**src/sws_pkg.sv**
```systemverilog
// Shared types and constants of the sliding window sender.
package sws_pkg;

  localparam int unsigned SeqSpace    = 8;
  localparam int unsigned SeqW        = 3;
  localparam int unsigned PayloadBits = 64;
  localparam int unsigned CfgW        = 3;
  localparam int unsigned CfgIdxW     = 1;

  typedef logic [SeqW-1:0]        seq_t;
  typedef logic [PayloadBits-1:0] payload_t;
  typedef logic [CfgW-1:0]        cfg_t;

  typedef enum logic [1:0] {
    CmdSend  = 2'd0,
    CmdAck   = 2'd1,
    CmdTimer = 2'd2,
    CmdNone  = 2'd3
  } cmd_e;

  typedef enum logic [2:0] {
    StSent        = 3'd0,
    StWindowFull  = 3'd1,
    StAckAccepted = 3'd2,
    StCorrupt     = 3'd3,
    StDuplicate   = 3'd4,
    StFastResend  = 3'd5,
    StTimeoutSend = 3'd6,
    StIdle        = 3'd7
  } status_e;

  typedef enum logic [1:0] {
    TmrLeave   = 2'd0,
    TmrRestart = 2'd1,
    TmrStop    = 2'd2,
    TmrUnused  = 2'd3
  } timer_e;

  localparam logic [CfgIdxW-1:0] CfgWindowSize  = 1'd0;
  localparam logic [CfgIdxW-1:0] CfgDupAckLimit = 1'd1;

  localparam cfg_t WindowSizeRst  = 3'd7;
  localparam cfg_t DupAckLimitRst = 3'd3;

  typedef struct packed {
    logic [1:0] cmd;
    payload_t   msg_payload;
    seq_t       ack_number;
    logic       ack_intact;
  } in_t;

  typedef struct packed {
    logic [2:0] status;
    logic       tx_valid;
    seq_t       tx_seq;
    payload_t   tx_payload;
    logic [1:0] timer_action;
    seq_t       window_base;
    seq_t       next_to_send;
  } out_t;

endpackage

```
**src/sws_ram.sv**
```systemverilog
// Generic simple dual-port RAM with registered read.
module sws_ram #(
  parameter int unsigned Width = 64,
  parameter int unsigned Depth = 8
) (
  input  logic                     clk_i,
  input  logic                     we_i,
  input  logic [$clog2(Depth)-1:0] waddr_i,
  input  logic [Width-1:0]         wdata_i,
  input  logic                     re_i,
  input  logic [$clog2(Depth)-1:0] raddr_i,
  output logic [Width-1:0]         rdata_o
);

  logic [Width-1:0] mem_q [Depth];
  logic [Width-1:0] rdata_q;

  always_ff @(posedge clk_i) begin
    if (we_i) begin
      mem_q[waddr_i] <= wdata_i;
    end
    // read data holds until the next read
    if (re_i) begin
      rdata_q <= mem_q[raddr_i];
    end
  end

  assign rdata_o = rdata_q;

endmodule

```
**src/sliding_window_sender_unit.sv**
```systemverilog
// Top level of the sliding window sender: pointer logic, payload RAM, output stages.
//
// Usage: one event per input beat (send, ack, timer expiry) on in_valid_i /
// in_ready_o; exactly one result beat per event on out_valid_o / out_ready_i,
// in event order. Window size and duplicate-ack limit are written through
// cfg_we_i / cfg_idx_i / cfg_wdata_i while no event is in flight.
// Pointers and the duplicate count live in flops and update at the accepting
// edge; payloads live in an 8-entry RAM with registered read.
// Stages: two register stages (read stage, output register) lie between the
// accepting edge and out_valid_o.
// Throughput: one event per cycle unless the output stalls; the base entry read
// for a resend is issued in the accept cycle and lands in the stage behind it,
// so there is no interlock (a resent entry was always written by an earlier send).
// Reset: base, next and duplicate count clear, window size is 7, limit is 3;
// the RAM is not cleared, since only written entries are ever read.
// Receiver stall: the output register holds its beat and one more event is
// taken into the read stage; after that in_ready_o drops until out_ready_i.
module sliding_window_sender_unit (
  input  logic                              clk_i,
  input  logic                              rst_ni,
  input  logic                              in_valid_i,
  output logic                              in_ready_o,
  input  sws_pkg::in_t                      in_data_i,
  output logic                              out_valid_o,
  input  logic                              out_ready_i,
  output sws_pkg::out_t                     out_data_o,
  input  logic                              cfg_we_i,
  input  logic [sws_pkg::CfgIdxW-1:0]       cfg_idx_i,
  input  logic [sws_pkg::CfgW-1:0]          cfg_wdata_i
);
  import sws_pkg::*;

  seq_t base_q, base_d;
  seq_t next_q, next_d;
  seq_t dup_q,  dup_d;
  cfg_t win_size_q, dup_limit_q;

  logic in_acc;
  seq_t count, ack_dist, dup_inc;
  logic win_full, send_ok, ram_we, ram_re;
  out_t res;

  logic     s1_valid_q, s1_use_ram_q, s1_adv;
  out_t     s1_res_q;
  payload_t ram_rdata;
  logic     out_valid_q;
  out_t     out_q, s1_resolved;

  assign in_acc   = in_valid_i && in_ready_o;
  assign count    = next_q - base_q;
  assign ack_dist = in_data_i.ack_number - base_q;
  assign dup_inc  = dup_q + seq_t'(1);
  assign win_full = (count >= win_size_q) || (count >= seq_t'(SeqSpace - 1));

  // one event resolved per cycle while in_ready_o is high; the payload of a resend comes from RAM
  always_comb begin
    base_d  = base_q;
    next_d  = next_q;
    dup_d   = dup_q;
    send_ok = 1'b0;
    ram_re  = 1'b0;
    res     = '0;
    res.status       = StIdle;
    res.timer_action = TmrLeave;
    unique case (in_data_i.cmd)
      CmdSend: begin
        if (win_full) begin
          res.status = StWindowFull;
        end else begin
          send_ok         = 1'b1;
          res.status      = StSent;
          res.tx_valid    = 1'b1;
          res.tx_seq      = next_q;
          res.tx_payload  = in_data_i.msg_payload;
          if (count == '0) begin
            res.timer_action = TmrRestart;
          end
          next_d = next_q + seq_t'(1);
        end
      end
      CmdAck: begin
        if (!in_data_i.ack_intact) begin
          res.status = StCorrupt;
        end else if (ack_dist < count) begin
          res.status = StAckAccepted;
          base_d     = in_data_i.ack_number + seq_t'(1);
          dup_d      = '0;
          res.timer_action = (base_d != next_q) ? TmrRestart : TmrStop;
        end else begin
          dup_d      = dup_inc;
          res.status = StDuplicate;
          if (dup_inc >= dup_limit_q) begin
            dup_d = '0;
            if (count != '0) begin
              ram_re           = 1'b1;
              res.status       = StFastResend;
              res.tx_valid     = 1'b1;
              res.tx_seq       = base_q;
              res.timer_action = TmrRestart;
            end
          end
        end
      end
      CmdTimer: begin
        if (count != '0) begin
          ram_re           = 1'b1;
          res.status       = StTimeoutSend;
          res.tx_valid     = 1'b1;
          res.tx_seq       = base_q;
          res.timer_action = TmrRestart;
        end
      end
      default: begin
        res.status = StIdle;
      end
    endcase
    res.window_base  = base_d;
    res.next_to_send = next_d;
  end

  assign ram_we = in_acc && send_ok;

  sws_ram #(
    .Width (PayloadBits),
    .Depth (SeqSpace)
  ) u_payload_ram (
    .clk_i   (clk_i),
    .we_i    (ram_we),
    .waddr_i (next_q),
    .wdata_i (in_data_i.msg_payload),
    .re_i    (in_acc && ram_re),
    .raddr_i (base_q),
    .rdata_o (ram_rdata)
  );

  always_ff @(posedge clk_i or negedge rst_ni) begin
    if (!rst_ni) begin
      base_q <= '0;
      next_q <= '0;
      dup_q  <= '0;
    end else if (in_acc) begin
      base_q <= base_d;
      next_q <= next_d;
      dup_q  <= dup_d;
    end
  end

  always_ff @(posedge clk_i or negedge rst_ni) begin
    if (!rst_ni) begin
      win_size_q  <= WindowSizeRst;
      dup_limit_q <= DupAckLimitRst;
    end else if (cfg_we_i) begin
      unique case (cfg_idx_i)
        CfgWindowSize:  win_size_q  <= cfg_wdata_i;
        CfgDupAckLimit: dup_limit_q <= cfg_wdata_i;
        default: ;
      endcase
    end
  end

  // read stage: waits for RAM data, may hold one beat behind a stalled output
  assign s1_adv     = s1_valid_q && (!out_valid_q || out_ready_i);
  assign in_ready_o = !s1_valid_q || s1_adv;

  always_comb begin
    s1_resolved = s1_res_q;
    if (s1_use_ram_q) begin
      s1_resolved.tx_payload = ram_rdata;
    end
  end

  always_ff @(posedge clk_i or negedge rst_ni) begin
    if (!rst_ni) begin
      s1_valid_q <= 1'b0;
    end else if (in_acc) begin
      s1_valid_q <= 1'b1;
    end else if (s1_adv) begin
      s1_valid_q <= 1'b0;
    end
  end

  always_ff @(posedge clk_i) begin
    if (in_acc) begin
      s1_res_q     <= res;
      s1_use_ram_q <= ram_re;
    end
  end

  always_ff @(posedge clk_i or negedge rst_ni) begin
    if (!rst_ni) begin
      out_valid_q <= 1'b0;
    end else if (s1_adv) begin
      out_valid_q <= 1'b1;
    end else if (out_ready_i) begin
      out_valid_q <= 1'b0;
    end
  end

  always_ff @(posedge clk_i) begin
    if (s1_adv) begin
      out_q <= s1_resolved;
    end
  end

  assign out_valid_o = out_valid_q;
  assign out_data_o  = out_q;

  // a resend only reads an entry that an earlier send wrote
  a_resend_outstanding: assert property (@(posedge clk_i) disable iff (!rst_ni)
    (in_acc && ram_re) |-> (base_q != next_q))
    else $error("resend with nothing outstanding");

  a_no_rw_same_cycle: assert property (@(posedge clk_i) disable iff (!rst_ni)
    !(ram_we && in_acc && ram_re))
    else $error("RAM read and write in one cycle");

  a_next_advances: assert property (@(posedge clk_i) disable iff (!rst_ni)
    (in_acc && send_ok) |=> (next_q == $past(next_q) + seq_t'(1)))
    else $error("next sequence did not advance on send");

  // RAM data only matters for a beat that reads it
  a_read_stage_holds: assert property (@(posedge clk_i) disable iff (!rst_ni)
    (s1_valid_q && !s1_adv) |=> (s1_valid_q && (!s1_use_ram_q || $stable(ram_rdata))))
    else $error("read stage lost its beat or RAM data while stalled");

  a_no_tx_zero: assert property (@(posedge clk_i) disable iff (!rst_ni)
    (out_valid_q && !out_q.tx_valid) |-> (out_q.tx_payload == '0 && out_q.tx_seq == '0))
    else $error("payload or sequence on a beat without transmission");

endmodule
```
**config.mk**
```make
export PLATFORM = sky130hd
export DESIGN_NAME = sliding_window_sender_unit
export DESIGN_NICKNAME = d
export VERILOG_FILES = /design/src/sws_pkg.sv /design/src/sws_ram.sv /design/src/sliding_window_sender_unit.sv
export SDC_FILE = /design/constraint.sdc
export NUM_CORES = 1
export LEC_CHECK = 0
export BUFFER_PORTS_ARGS = -buffer_cell sky130_fd_sc_hd__buf_4
export CAP_MARGIN = 10
export CORE_ASPECT_RATIO = 1.4
export CORE_MARGIN = 2
export CORE_UTILIZATION = 45
export CTS_BUF_LIST = sky130_fd_sc_hd__clkbuf_16
export CTS_CLUSTER_SIZE = 24
export DETAILED_ROUTE_END_ITERATION = 12
export GPL_TIMING_DRIVEN = 0
export PLACE_DENSITY = 0.7
export SKIP_CTS_REPAIR_TIMING = 1
export SLEW_MARGIN = 10
export SYNTH_ARGS = -nofsm -noshare
export SYNTH_HDL_FRONTEND = slang
export SYNTH_SLANG_ARGS = --single-unit
```
**constraint.sdc**
```tcl
create_clock -name clk_i -period 11.67 [get_ports clk_i]
set_clock_uncertainty 0.2 [all_clocks]
set_input_delay 2.334 -clock clk_i [delete_from_list [all_inputs] [get_ports clk_i]]
set_output_delay 2.334 -clock clk_i [all_outputs]
set_load 0.05 [all_outputs]
```
# Yosys cells after proc, flatten, opt, wreduce, memory -nomap -nowiden
# Memories as Yosys holds them, arrays and structs flattened. A register that Yosys moved wholly into a read port is not among the register bits.
# Index checks and enable logic that the tools add are counted.
[op_classes]
magnitude_cmp = 4
div_mod_pow = 0
n_mux = 39
n_bitwise = 2
n_mul = 0
n_addsub = 5
reduce_logical = 18
n_eq_ne = 3
n_shift = 0
[op_table]
columns = ["cell", "count"]
rows = [
  ["70-bit 2-to-1 mux", 1],
  ["64-bit 2-to-1 mux", 1],
  ["3-bit 2-to-1 mux", 9],
  ["1-bit 2-to-1 mux", 16],
  ["4-bit case mux with 3 select lines", 1],
  ["5-bit 2-to-1 mux", 2],
  ["3-bit by 1-bit adder with 3-bit output, second input constant", 3],
  ["3-bit case mux with 3 select lines", 1],
  ["4-bit 2-to-1 mux", 2],
  ["7-bit 2-to-1 mux", 1],
  ["3-bit greater-or-equal comparator", 2],
  ["2-bit 2-to-1 mux", 3],
  ["2-bit case mux with 3 select lines", 1],
  ["3-bit subtractor", 2],
  ["1-bit logical AND", 4],
  ["2-bit AND reduction", 2],
  ["2-bit nonzero test", 2],
  ["3-bit greater-or-equal comparator, second input constant", 1],
  ["3-bit zero test", 1],
  ["1-bit logical OR", 3],
  ["3-bit < comparator", 1],
  ["3-bit inequality test", 1],
  ["3-bit AND reduction", 1],
  ["3-bit nonzero test", 1],
  ["other kinds (7)", 9],
]
[word_totals]
mem_count = 1
wordCells = 94
romBits = 0
regBits = 176
latchBits = 0
input_bits = 79
out_inout_bits = 81
mem_bits_rw = 512
[memory_table]
columns = ["name", "words", "width", "rd", "rd_ports_with_merged_regs", "write_ports", "line_no", "source"]
rows = [
  ["u_payload_ram.mem_q", 8, 64, 1, 1, 1, "sws_ram.sv:15", "logic [Width-1:0] mem_q [Depth];"],
]

# Depth between registers and ports, before layout
# Gate-level depths: netlist of the first run.
[depth]
word_depth = 8
ltp_mapped = 13

# By module
# From an unflattened synthesis of the first run, not the netlist that was laid out.
[unflattened]
hier_cells = 1281
hier_area_um2 = 28662.5
[modules_own_cells]
columns = ["mod", "instances", "cells_per_inst", "area_each_um2", "seq_area_each_um2"]
rows = [
  ["sws_ram", 1, 816, 21187.8, 17296.6],
  ["sliding_window_sender_unit", 1, 465, 7474.7, 5206.2],
]

# Worst setup path after synthesis of the first run
# No wires, ideal clock.
[synth_path]
path_type = "input-to-reg"
from = "in out_ready_i"
to = "mem u_payload_ram.mem_q[0][0] (enable)"
path_stages = 5
t_required_ps = 10826
t_arrival_ps = 9413
path_slack_ps = 1413
path_cell_list = "nand3b_1 > nand2_1 > nor2_1 > nand2_1 > nor4_1"
[synth_via]
elab_chain_len = 7
[synth_lines]
columns = ["element", "line_no", "source"]
rows = [
  ["start: declaration", "sliding_window_sender_unit.sv:25", "input logic out_ready_i,"],
  ["1-bit logical OR", "sliding_window_sender_unit.sv:162", "assign s1_adv = s1_valid_q && (!out_valid_q || out_ready_i);"],
  ["1-bit logical AND", "sliding_window_sender_unit.sv:162", ""],
  ["1-bit logical OR", "sliding_window_sender_unit.sv:163", "assign in_ready_o = !s1_valid_q || s1_adv;"],
  ["1-bit logical AND", "sliding_window_sender_unit.sv:49", "assign in_acc = in_valid_i && in_ready_o;"],
  ["1-bit logical AND", "sliding_window_sender_unit.sv:121", "assign ram_we = in_acc && send_ok;"],
  ["1-bit 2-to-1 mux", "sws_ram.sv:19", "if (we_i) begin"],
  ["1-bit 2-to-1 mux (not written as such)", "sws_ram.sv:20", "mem_q[waddr_i] <= wdata_i;"],
  ["end: declaration", "sws_ram.sv:15", ""],
]
# Every way passes these cells.

# Final worst setup path of the first run
[layout_path]
from = "reg base_q[1]"
to = "mem u_payload_ram.mem_q[4][41] (enable)"
[layout_via]
elab_chain_len = 8
elab_cells_between_ends = 9
classes_between = "1 x add/sub; 2 x order compare; 4 x mux; 2 x reduce/logical"
[layout_lines]
columns = ["element", "line_no", "source"]
rows = [
  ["start: declaration", "sliding_window_sender_unit.sv:33", "seq_t base_q, base_d;"],
  ["start signal: assignment", "sliding_window_sender_unit.sv:142", "base_q <= base_d;"],
  ["3-bit subtractor *", "sliding_window_sender_unit.sv:50", "assign count = next_q - base_q;"],
  ["3-bit greater-or-equal comparator", "sliding_window_sender_unit.sv:53", "assign win_full = (count >= win_size_q) || (count >= seq_t'(SeqSpace - 1));"],
  ["1-bit logical OR *", "sliding_window_sender_unit.sv:53", ""],
  ["1-bit 2-to-1 mux *", "sliding_window_sender_unit.sv:67", "if (win_full) begin"],
  ["1-bit 2-to-1 mux *", "sliding_window_sender_unit.sv:65", "unique case (in_data_i.cmd)"],
  ["1-bit logical AND *", "sliding_window_sender_unit.sv:121", ""],
  ["1-bit 2-to-1 mux *", "sws_ram.sv:19", ""],
  ["1-bit 2-to-1 mux (not written as such) *", "sws_ram.sv:20", ""],
]
# Every way passes the cells marked *; elsewhere a longest branch is shown, timed or not.

==> flow_metrics.py, run 1 <==
metrics = {
    "finish": {
        "area_growth_syn_to_layout_pct": 18.7,
        "final_net_count": 1679,
        "final_cell_mix": "edfxtp_1 (735), buf_4 (200), mux2_2 (137)",
        "drive_gt1_share_pct": 38.9,
        "fillers": 4759,
        "final_cells": 2469,
        "antenna-diode-count": 0,
        "layout_commonest_cell": "edfxtp_1",
    },
    "synth": {
        "synth_seq_cells": 752,
        "syn_nets": 1379,
        "syn_inst": 1282,
        "synth_ff_type": "edfxtp_1",
        "synth_edf_count": 735,
        "avgSynthCellArea_um2": 22.3,
        "synth_warnings": 0,
        "synth_top_area_share_pct": 77.2,
        "synth_cell_types": 43,
        "yosysSeqAreaShare_pct": 78.7,
        "netlist_top_cells_area": "edfxtp_1 (77%), mux4_2 (10%), mux2_2 (5.4%), and3_1 (1.4%), dfrtp_1 (1.1%)",
        "yosysTopAreaCell": "edfxtp_1",
        "async_flop_share_pct": 2.26,
        "syn_area_um2": 28600,
    },
    "setup_path": {
        "worstPathRequired_ps": 11760,
        "crit_type": "reg -> reg",
        "crit_path_end_kind": "flop",
        "r2r-start": "base_q[1]",
        "path_max_fanout": 10,
        "crit_arrival_ps": 6540,
        "startpoint": "base_q[1]",
        "r2r_slack_ps": 5220,
        "worstRegToRegCells": 14,
        "cp-endpoint": "u_payload_ram.mem_q[4][41]",
        "worst_r2r_endpoint": "u_payload_ram.mem_q[4][41]",
        "startpoint_type": "flop",
    },
    "sta": {
        "grt_setup_unrepaired": "no",
        "fin_crit_sh_pct": 55.3,
        "relSlewSlack_pct": 29.3,
        "post-route-min-period_ps": 6450,
        "hold_viol": 0,
        "slew_violations": 0,
        "worst_pin_slew_ps": 1060,
        "setup_viol": 0,
        "fmax_mhz": 155,
    },
    "routing": {
        "dr.pass1.iters": 5,
        "viasPerCell": 5.51,
        "num_vias": 13601,
        "ant_nets": 0,
        "wl_per_cell_um": 25.1,
        "drc_errors": 0,
        "drt_iter0_drc": 1411,
        "routed_wl_um": 62000,
    },
    "cts": {
        "numClockSinks": 752,
        "cts.htree.levels": 3,
        "cts_tree": "done",
        "numCtsBuffers": 69,
        "cts.path.max_buffers": 3,
        "clock_latency_ps": 610,
        "path_clk_slew_ps": 60,
        "clockRootBuffer": "clkbuf_16",
    },
    "global_route": {
        "grt_pass1_vias": 14341,
        "groute.usage.overall_pct": 19.1,
        "antenna_found_initial": 2,
        "grt_max_degree": 49,
        "grt_overflow": 0,
        "grt_pass1_wl_um": 91700,
    },
    "die": {
        "placementRows": 109,
        "initial_utilization_pct": 45.4,
        "die_area_um2": 65600,
        "core_region_area_um2": 63000,
        "die_h_um": 302,
        "ioPinCount": 160,
        "fp.dieW_um": 217,
    },
    "power": {
        "ir_worst_vdd_v": 0.000106,
        "pwr_density_cell_nw_per_um2": 221,
        "power_uw": 7500,
        "power.leakage_uw": 0.0116,
    },
    "placement": {
        "dp_cells": 2343,
        "gp_congestion": 0.790,
        "port_buffers": 159,
        "dp_hpwl_um": 40800,
    },
    "job": {
        "maxCapViolCount": 0,
    },
    "outcome": {
        "status": "complete, no violations",
    },
    "min_path": {
        "hp-class": "reg -> reg",
        "worstHoldStart": "s1_res_q[4]",
    },
}
==> worst max-delay path, cell delays in order (launching register included) <==
cell	delay, ps
dfrtp_1	550
clkbuf_1	600
clkbuf_1	670
inv_1	320
fa_1	660
ha_1	240
a21o_1	180
o22ai_2	530
buf_2	400
nand3_1	350
nor3_2	620
buf_6	250
buf_6	180
buf_8	160
buf_4	230
==> through the flow <==
step | utilization [%] | area [µm²] | worst slack, ps | hold WS [ps] | TNS (ps)
2_1_floorplan | - | 28600 | 1410 | 200 | 0
3_3_place_gp | 48.9 | 30800 | -5920 | 203 | -1195190
3_5_place_dp | 50.2 | 31600 | 5150 | 205 | 0
4_1_cts | 53.8 | 33900 | 5110 | 218 | 0
5_1_grt | 53.8 | 33900 | 4950 | 225 | 0
6_report | 53.8 | 33900 | 5220 | 218 | 0
==> final cells by class <==
class                           instances  area (µm²)  area share (%)
Buffer                                 61         255           0.752
Clock buffer                           71        1780            5.24
Clock inverter                         55         515            1.52
Inverter                               18        70.1           0.207
Multi-Input combinational cell        451        5820            17.1
Sequential cell                       752       22500            66.3
Tap cell                              832        1040            3.07
Timing Repair Buffer                  229        1940            5.73
==> synth_stat cells (all sizes together) (5+ instances only) <==
cell type / instances
dfstp: 5
nor3: 5
nand2: 14
nand2b: 10
a31oi: 5
nand3: 6
mux2: 137
and3: 65
buf: 25
ha: 16
o21ai: 8
a21oi: 5
edfxtp: 735
clkbuf: 36
xnor2: 8
inv: 18
nor2: 8
mux4: 128
dfrtp: 12
==> layer usage <==
layer	GRT usage [%]	up-vias	routed length, µm
li1	-	5869	-
met1	23.5	7171	23900
met2	34.3	460	33100
met3	3.63	97	3730
met4	5.58	4	1270
met5	0	-	23
==> sequential cells by signal, summed over array words and instances, names as in the netlist <==
name and cells:
base_q 3, dup_limit_q 3, dup_q 3, next_q 3, out_data_o 79, out_valid_o 1
s1_res_q 79, s1_use_ram_q 1, s1_valid_q 1, u_payload_ram.mem_q 512, u_payload_ram.rdata_o 64, win_size_q 3
==> how the worst min path moves through the flow <==
stage / slack [ps] / cells after the start / end
final: 220 / 0 / out_data_o[4]
after global routing: 230 / 0 / out_data_o[4]
after CTS: 220 / 0 / out_data_o[77]
after detailed placement: 200 / 0 / out_data_o[4]
after global placement: 200 / 0 / out_data_o[77]
after floorplan: 200 / 0 / out_data_o[0]
==> logic make-up after synthesis <==
kind of cell               share of synthesized area [%]
buffers and inverters                               1.13
and+or+nand+nor                                     2.48
adders and majority gates                          0.919
AOI/OAI and AO/OA                                  0.718
xor gates and xnor gates                           0.477
muxes                                               15.6
DFF                                                 78.7
==> power by group <==
part           total, µW  leakage, µW  switching [µW]  internal, µW
logic               1950      0.00351            1120           826
registers           3280      0.00695            58.8          3220
clock network       2280      0.00115             982          1300
total               7500       0.0116            2160          5340
(Power assumes the default switching activity.)
==> inputs of run 2 (changes only) <==
- ABC_AREA: not set -> 1
- clock period: 11.67 -> 6 ns (I/O delays scaled with it)
==> run 2 against run 1 <==
Compared with the run above:
- worst hold slack barely moved
- non-clock buffer count up 16
- register-to-register slack worse by 4600 ps
- first-iteration DRC count up 24%
- synthesized cell count up 64%
- sequential share of layout area decreased by 0.88 points
- maximum frequency rose by 19%
- critical endpoint is now u_payload_ram.mem_q[5][55]
- largest power group unchanged
==> flow_metrics.py, run 2 <==
metrics = {
    "finish": {
        "drive_gt1_share_pct": 18.3,
        "final_cell_mix": "edfxtp_1 (735), nor2_1 (509), o21ai_0 (271)",
        "final_cells": 3255,
        "area_growth_syn_to_layout_pct": 18.1,
        "final_net_count": 2462,
        "fin_util_pct": 53.6,
        "layout_commonest_cell": "edfxtp_1",
        "largest_register_ffs": 512,
        "largest_register": "u_payload_ram.mem_q",
    },
    "setup_path": {
        "cpPeakStageDelay_ps": 680,
        "startpoint_type": "flop",
        "crit_path_cell_trace": "inv_1, buf_2, buf_1, fa_1, ha_1, a21oi_1, o211ai_1, nand2_4, nand2_4, nor2_4, nand2_1, nor2_4, buf_12, buf_12",
        "path_max_fanout": 25,
        "crit_type": "reg -> reg",
        "worstPathRequired_ps": 6090,
        "crit_arrival_ps": 5520,
        "crit_path_end_kind": "flop",
        "slowest_stage": "nor2_4",
    },
    "sta": {
        "worst_pin_slew_ps": 953,
        "fmax_mhz": 184,
        "slew_violations": 0,
        "hold_viol": 0,
        "grt_setup_unrepaired": "no",
        "whs_ps": 218,
        "post-route-min-period_ps": 5420,
        "fin_crit_sh_pct": 90.4,
        "setup_viol": 0,
        "fin_ws_ps": 579,
        "relSlewSlack_pct": 36.5,
    },
    "power": {
        "power_uw": 15300,
        "power.leakage_uw": 0.0122,
        "pwr_density_cell_nw_per_um2": 446,
        "ir_worst_vdd_v": 0.000253,
    },
    "min_path": {
        "hp-class": "reg -> reg",
    },
    "placement": {
        "port_buffers": 159,
        "dp_cells": 3131,
        "dp_hpwl_um": 46700,
        "gp_congestion": 0.837,
        "pre_cts_slack_ps": 672,
    },
    "cts": {
        "path_clk_slew_ps": 60,
        "clock_latency_ps": 620,
        "cts.htree.levels": 3,
        "cts.path.max_buffers": 3,
        "numClockSinks": 752,
        "clockRootBuffer": "clkbuf_16",
        "cts_tree": "done",
        "numCtsBuffers": 72,
    },
    "routing": {
        "drt_iter0_drc": 1750,
        "ant_nets": 0,
        "drc_errors": 0,
        "wl_per_cell_um": 22.0,
        "viasPerCell": 5.54,
        "routed_wl_um": 71600,
        "dr.pass1.iters": 7,
        "num_vias": 18026,
    },
    "synth": {
        "synth_edf_count": 735,
        "avgSynthCellArea_um2": 13.9,
        "yosysSeqAreaShare_pct": 77.3,
        "syn_area_um2": 29100,
        "synth_seq_cells": 752,
        "syn_nets": 2196,
        "synth_top_cells_by_count": "edfxtp_1 (735), nor2_1 (515), o21ai_0 (271), inv_1 (99), nand2_1 (73)",
        "syn_inst": 2099,
        "synth_top_area_share_pct": 75.8,
        "synth_warnings": 0,
        "synth.most_common_cell": "edfxtp_1",
        "yosysTopAreaCell": "edfxtp_1",
        "netlist_top_cells_area": "edfxtp_1 (76%), nor2_1 (6.6%), o21ai_0 (4.7%), mux2_2 (2.5%), a31oi_1 (1.4%)",
        "async_flop_share_pct": 2.26,
        "synth_cell_types": 36,
        "synth_ff_type": "edfxtp_1",
    },
    "die": {
        "fp.dieW_um": 219,
        "ioPinCount": 160,
        "placementRows": 110,
        "die_area_um2": 66800,
        "die_h_um": 305,
        "initial_utilization_pct": 45.4,
        "core_region_area_um2": 64100,
    },
    "global_route": {
        "grt_max_degree": 67,
        "grt_pass1_vias": 18478,
        "groute.usage.overall_pct": 21.4,
        "antenna_found_initial": 3,
        "grt_pass1_wl_um": 108000,
        "grt_overflow": 0,
    },
    "job": {
        "maxCapViolCount": 0,
    },
    "outcome": {
        "status": "complete, no violations",
    },
}
## run 2: metal layers
layer / vias up / global-route usage, % / routed length (µm)
met5: - / 0 / 29
met4: 4 / 10.3 / 2760
met3: 167 / 3.52 / 5340
met2: 807 / 37.3 / 36600
met1: 8946 / 25.8 / 26900
li1: 8102 / - / -
## run 2: worst paths after layout
path	slack (ps)	cells after the start	endpoint	start
worst min-delay path	220	0	out_data_o[78]	s1_res_q[78]
max in group asynchronous	5090	1	win_size_q[1]	rst_ni
worst min register to register	220	0	out_data_o[78]	s1_res_q[78]
worst max register to register	580	14	u_payload_ram.mem_q[5][55]	base_q[1]
worst max-delay path	580	14	u_payload_ram.mem_q[5][55]	base_q[1]
min in group asynchronous	250	1	next_q[1]	rst_ni
## run 2: logic make-up after synthesis
group | count (synthesis) | share of synthesized area [%]
XOR/XNOR | 2 | 0.0602
flip-flops | 752 | 77.3
adder cells (fa/ha/maj) | 18 | 0.825
AO/OA/AOI/OAI | 416 | 7.74
AND/OR/NAND/NOR | 630 | 8.49
buffers and inverters | 217 | 3.14
multiplexers | 64 | 2.47
## run 2: cell type report
| class | instances | area [µm²] |
|---|---|---|
| Buffer | 114 | 527 |
| Antenna cell | 1 | 2.50 |
| Timing Repair Buffer | 192 | 1840 |
| Clock buffer | 73 | 1830 |
| Multi-Input combinational cell | 1130 | 5800 |
| Clock inverter | 50 | 438 |
| Sequential cell | 752 | 22500 |
| Tap cell | 840 | 1050 |
| Inverter | 103 | 392 |
| Fill cell | 5192 | 29800 |
## run 2: metrics by stage
| step | setup TNS [ps] | instance area, µm² |
|---|---|---|
| floorplan | 0 | 29100 |
| global placement | -1893230 | 31400 |
| detailed placement | 0 | 32100 |
| CTS | 0 | 34400 |
| global route | 0 | 34400 |
| finish | 0 | 34400 |
## run 2: critical path, delay by kind of cell (launching register included)
family / cells / cell delay [ps]
flops: 1 / 470
compound gates: 2 / 420
fa+ha+maj: 2 / 870
simple gates: 5 / 1380
buf+inv: 5 / 1700
## run 2: power breakdown
group	switching, µW	leakage, µW	internal [µW]	total [µW]
logic	3130	0.00408	1310	4430
clock network	1900	0.00114	2510	4410
registers	130	0.00695	6350	6480
total	5160	0.0122	10200	15300
